[config.mk]
export PLATFORM = sky130hd
export DESIGN_NAME = dpg_ram
export DESIGN_NICKNAME = d
export VERILOG_FILES = /design/src/sv/assert_macros.svh /design/src/sv/dpg_ram.sv
export SDC_FILE = /design/constraint.sdc
export NUM_CORES = 2
export LEC_CHECK = 0
export BUFFER_PORTS_ARGS = -buffer_cell sky130_fd_sc_hd__buf_2
export CAP_MARGIN = 20
export CORE_ASPECT_RATIO = 1.4
export CORE_UTILIZATION = 70
export CTS_BUF_LIST = sky130_fd_sc_hd__clkbuf_8
export CTS_CLUSTER_SIZE = 25
export DETAILED_ROUTE_END_ITERATION = 6
export PLACE_DENSITY_LB_ADDON = 0.1
export SLEW_MARGIN = 20
export SYNTH_ARGS = -nofsm -noshare
export SYNTH_HDL_FRONTEND = slang
export SYNTH_SLANG_ARGS = --single-unit
export TNS_END_PERCENT = 20
[constraint.sdc]
create_clock -name clk -period 4.25 [get_ports clk]
set_input_delay 0.2125 -clock clk [delete_from_list [all_inputs] [get_ports clk]]
set_output_delay 0.2125 -clock clk [all_outputs]
set_load 0.1 [all_outputs]
[src/sv/assert_macros.svh]
// assertion macros shared by the guider rtl
`ifndef ASSERT_MACROS_SVH
`define ASSERT_MACROS_SVH

// plain condition, checked every clock outside reset
`define DPG_ASSERT(label, expr, msg) \
  label: assert property (@(posedge clk) disable iff (rst) (expr)) else $error(msg);

// same-cycle implication
`define DPG_ASSERT_IMP(label, ante, cons, msg) \
  label: assert property (@(posedge clk) disable iff (rst) (ante) |-> (cons)) else $error(msg);

// next-cycle implication
`define DPG_ASSERT_NXT(label, ante, cons, msg) \
  label: assert property (@(posedge clk) disable iff (rst) (ante) |=> (cons)) else $error(msg);

`endif

[src/sv/dpg_ram.sv]
// generic single-port-write ram with registered read
`timescale 1ns / 1ps
module dpg_ram #(
  parameter int WIDTH = 24,
  parameter int DEPTH = 100,
  parameter int AW    = (DEPTH > 1) ? $clog2(DEPTH) : 1
) (
  input  logic             clk,
  input  logic             we,
  input  logic [AW-1:0]    waddr,
  input  logic [WIDTH-1:0] wdata,
  input  logic             re,
  input  logic [AW-1:0]    raddr,
  output logic [WIDTH-1:0] rdata
);

  logic [WIDTH-1:0] mem [DEPTH];

  always_ff @(posedge clk) begin
    if (we) begin
      mem[waddr] <= wdata;
    end
    if (re) begin
      rdata <= mem[raddr];
    end
  end

endmodule

-- Word-level counts from Yosys, hierarchy flattened
Memories as Yosys holds them, arrays and structs flattened. A register that Yosys moved wholly into a read port is not among the register bits.
Cells that the tools add are included.
- mux-type cells: 2
- operators with widths (cell ; count):
    2-to-1 mux 1 bit ; 2
- memories: 1
- memory bits (writable): 2400
- input bits: 41
- word-level logic and storage cells: 3
- output and inout bits: 24
- register bits: 0
- memories (memory ; words ; bits a word ; rd ports ; clocked after Yosys merged registers in ; wr ports ; RTL line ; RTL):
    mem ; 100 ; 24 ; 1 ; 1 ; 1 ; dpg_ram.sv:17 ; logic [WIDTH-1:0] mem [DEPTH];

-- Depth between registers and ports, before layout
- word-level depth: 2
- depth in mapped cells: 11
- depth with buffers taken out: 6

-- Worst setup path after synthesis
OpenSTA, ideal clock, no wires.
- path type: input to register
- start point: input waddr[5]
- end point: memory mem[57][0] (enable)
- arrival time: 2520 ps
- path slack: 1294 ps
- stages on the path: 4
- path buffers: 0
- required time: 3815 ps
- library setup time: 435 ps
- cells stage by stage: nor2b_1 > nand4_1 > or2_2 > nor3_1
- RTL lines (what ; RTL line ; RTL):
    start: declaration ; dpg_ram.sv:10 ; input logic [AW-1:0] waddr,
    end: declaration ; dpg_ram.sv:17 ;
No word-level cell before the write port.

==> parameters.txt <==
Parameter                              Value

Floorplanning
  Placement row count    157
  Area of the die    134000 um^2
  Die Width    around 310 um
  Top-level I/O count    65
  Vertical extent of the die    between 400 and 500 um
  Initial core utilization    around 70%
  CORE AREA    131000 um^2

Clock tree
  Register clock-pin slew on the reported worst setup and hold paths    approximately 0.070 ns
  CTS tree    yes
  Buffer cell driving the clock tree root    clkbuf_8
  Number of clock buffers inserted by TritonCTS    ~340
  Maximum level of the CTS H-tree    5
  Worst-case clock buffer depth    4
  Post-CTS setup buffer count    0
  Sinks on the clock net    2424
  Worst skew pair latency    around 1.1 ns

Yosys
  Number of flops mapped to enable cells by yosys    2424
  Synth top area share    a little under 80%
  Net count after synthesis    4129
  Largest area contributor in the netlist    edfxtp_1
  Predominant post-synthesis flop cell    edfxtp_1
  Cell count after synthesis    4088
  Yosys warning count    0
  Per-instance average area after synthesis    22.6 um^2
  Post-synthesis instance area    around 93000 um^2
  Unique cell type count in the Yosys netlist    55
  List of most frequent post-synthesis cells    edfxtp_1 (2424), mux4_2 (580), a22oi_1 (145), nor2_1 (145), mux2i_1 (122)
  Sequential share of the synthesized area    approximately four fifths
  FFs w/ async S/R, synth    0%
  Number of flip-flops and latches in the synthesized netlist    ~2400
  Most common cell in the synthesized netlist    edfxtp_1
  Leading post-synthesis cells by cell area    edfxtp_1 (79%), mux4_2 (14%), mux2i_1 (1.3%)

Detailed routing
  DRC viols    1
  Via/cell ratio    approximately 7
  Total detailed-routing wirelength    244000 um
  Initial detailed-routing violation count    around 6800
  Final routed wire length divided by cell count    37.3 um
  Final ANT Viol Nets    0
  DR pass1 iterations    7
  Total via count after detailed routing    between 40000 and 50000

Worst setup path
  Cells along the critical path    dlygate4sd3_1 > buf_2 > nor2b_1 > nand2_1 > o22ai_1 > a211oi_1 > o21ai_1 > nand3_1
  Setup slack of the most critical reg-to-reg path    between 1.5 and 2 ns
  WS Path Type    input port to flop
  Crit end category    flop
  Slowest Stage Delay on Critical Path    around 0.8 ns
  Worst setup SP type    input port
  Standard cell with the maximum stage delay on the critical path    nor2b_1
  CP max FO    15
  Data arrival at the endpoint of the critical path    ~3.6 ns
  Critical path required time    5.04 ns

Power and ir drop
  Internal power consumption    ~0.035 W
  Sw Pwr    roughly 0.01 W
  Sequential group share of total power    58.7%
  Switching part of the total    between 20% and 30%
  Post-layout total power    between 0.04 and 0.05 W
  Total power divided by cell area    between 400 and 500 nW/um^2
  Power share of the clock group    roughly 36%
  Pleak    about 33 nW
  Worst supply voltage drop on vdd    just over 0.5 mV
  Combinational share of power    between 5 and 6%

Place
  Gp weighted congestion    ~0.99
  Detailed Place HPWL    between 100000 and 150000 um
  Number of buffers inserted by port buffering    64

Timing
  Max-Slew Margin vs Limit    between 20% and 30%
  Final setup TNS    0 ns
  Post-route clock period utilization    66.8%
  Maximum clock frequency    0.352 GHz
  Final Max Slew Viols    0
  Setup repair after global routing missed its margin    false
  Final setup fails    0
  Worst slew pin tran    1.14 ns
  Final count of hold timing violations    0
  Worst clock skew    ~0.059 ns
  Minimum clock period    roughly 2.8 ns

GRT
  Residual overflow from global routing    0
  Wire length of the first global-routing pass    around 340000 um
  Largest net degree at the start of global routing    roughly 100
  Antenna violations before repair    16
  Vias in the first global route    ~47000
  Combined global-route utilization of all metal layers    a little under two fifths

Job
  Total of max-cap violations    0

Finish
  Share of post-route cells with drive strength above 1    slightly below 30%
  Net count of the finished layout    between 4000 and 5000
  Fill cell total of the finished layout    approximately 6500
  Area growth, synth to finish    11.0%

Worst hold path
  Path type of the worst min-delay path    input port to flop

Run status
  Violations in the final reports    design-rule violations
  Run status    complete, but fails checks
## metrics by stage
step	cells	instance area, um^2	setup slack (ns)	hold slack, ns	util (%)
floorplan	4088	92500	1.29	0.311	-
global placement	5916	96300	0.765	0.732	73.5
detailed placement	5916	96300	0.738	0.742	73.5
CTS	6542	103000	1.59	0.00776	78.3
global route	6549	103000	1.56	0.0697	78.3
finish	6550	103000	1.41	0.0898	78.3
## cell families after synthesis
family | count (synthesis) | synth area share (%)
AO/OA/AOI/OAI | 349 | 2.61
buffers and inverters | 225 | 1.35
flip-flops | 2424 | 78.7
multiplexers | 704 | 15.5
AND/OR/NAND/NOR | 386 | 1.89
## per-layer routing
layer / track usage (%) / vias up / share of wire (%)
li1: - / 18400 / -
met2: 58.3 / 3587 / 48
met5: 0.997 / - / 0.11
met3: 8.98 / 729 / 12
met4: 26.1 / 14 / 8.0
met1: 48.5 / 24200 / 32
## cell usage in the layout, fill, tap and decap left out, types with 10 or more instances in the layout
cell and instances:
nand3_1 61, clkinv_1 73, buf_4 227, a22oi_1 145
edfxtp_1 2424, a31oi_1 24, nand2_1 91, inv_1 114
buf_2 36, dlygate4sd3_1 42, clkbuf_8 350, nand4_1 11
mux2i_1 122, mux4_2 580, o21ai_0 27, o22ai_1 23
nor2b_1 25, a311oi_1 10, a211oi_1 18, a21oi_1 45
nor3_1 12, nor2_1 45, buf_12 31, nor2_2 98
clkinv_2 42, o21ai_1 14
## timing repair
action                                 4_1_cts  5_1_grt
endpoints found under the hold margin     2090        0
hold buffers                                42        0
resized for setup                            0        0
## power groups by stage
stage	registers (W)	clock network (W)	logic (W)
4_1_cts	0.0265	0.0161	0.00259
5_1_grt	0.0265	0.0171	0.00270
3_3_place_gp	0.0270	0	0.00251
2_1_floorplan	0.0271	0	0.00123
6_report	0.0265	0.0160	0.00264
3_5_place_dp	0.0270	0	0.00256
## worst max-delay path: cells and delay by family
kind                   cells  cell delay [ns]
buffers and inverters      2             0.78
AND/OR/NAND/NOR            3             1.48
AO/OA/AOI/OAI              3             1.13
## registers in the layout, summed over array words and instances (netlist names)
signal	cells
mem	2400
rdata	24
## layout make-up
type	count	area, um^2	area share (%)
sequential	2424	72800	70.9
antenna	5	12.5	0.0122
clock buffer	350	4820	4.69
multi-input combinational	1439	18800	18.3
clock inverter	234	985	0.959
tap	1749	2190	2.13
inverter	3	11.3	0.0110
timing repair buffer	346	3080	3.00
## worst paths after layout
| path | start | end | depth (start not counted) |
|---|---|---|---|
| max | raddr[5] | rdata[14] | 8 |
| min | raddr[1] | rdata[11] | 5 |
| min reg2reg | mem[92][22] | rdata[22] | 4 |
| max reg2reg | mem[86][12] | rdata[12] | 4 |
Power figures use the tool's default switching activity.
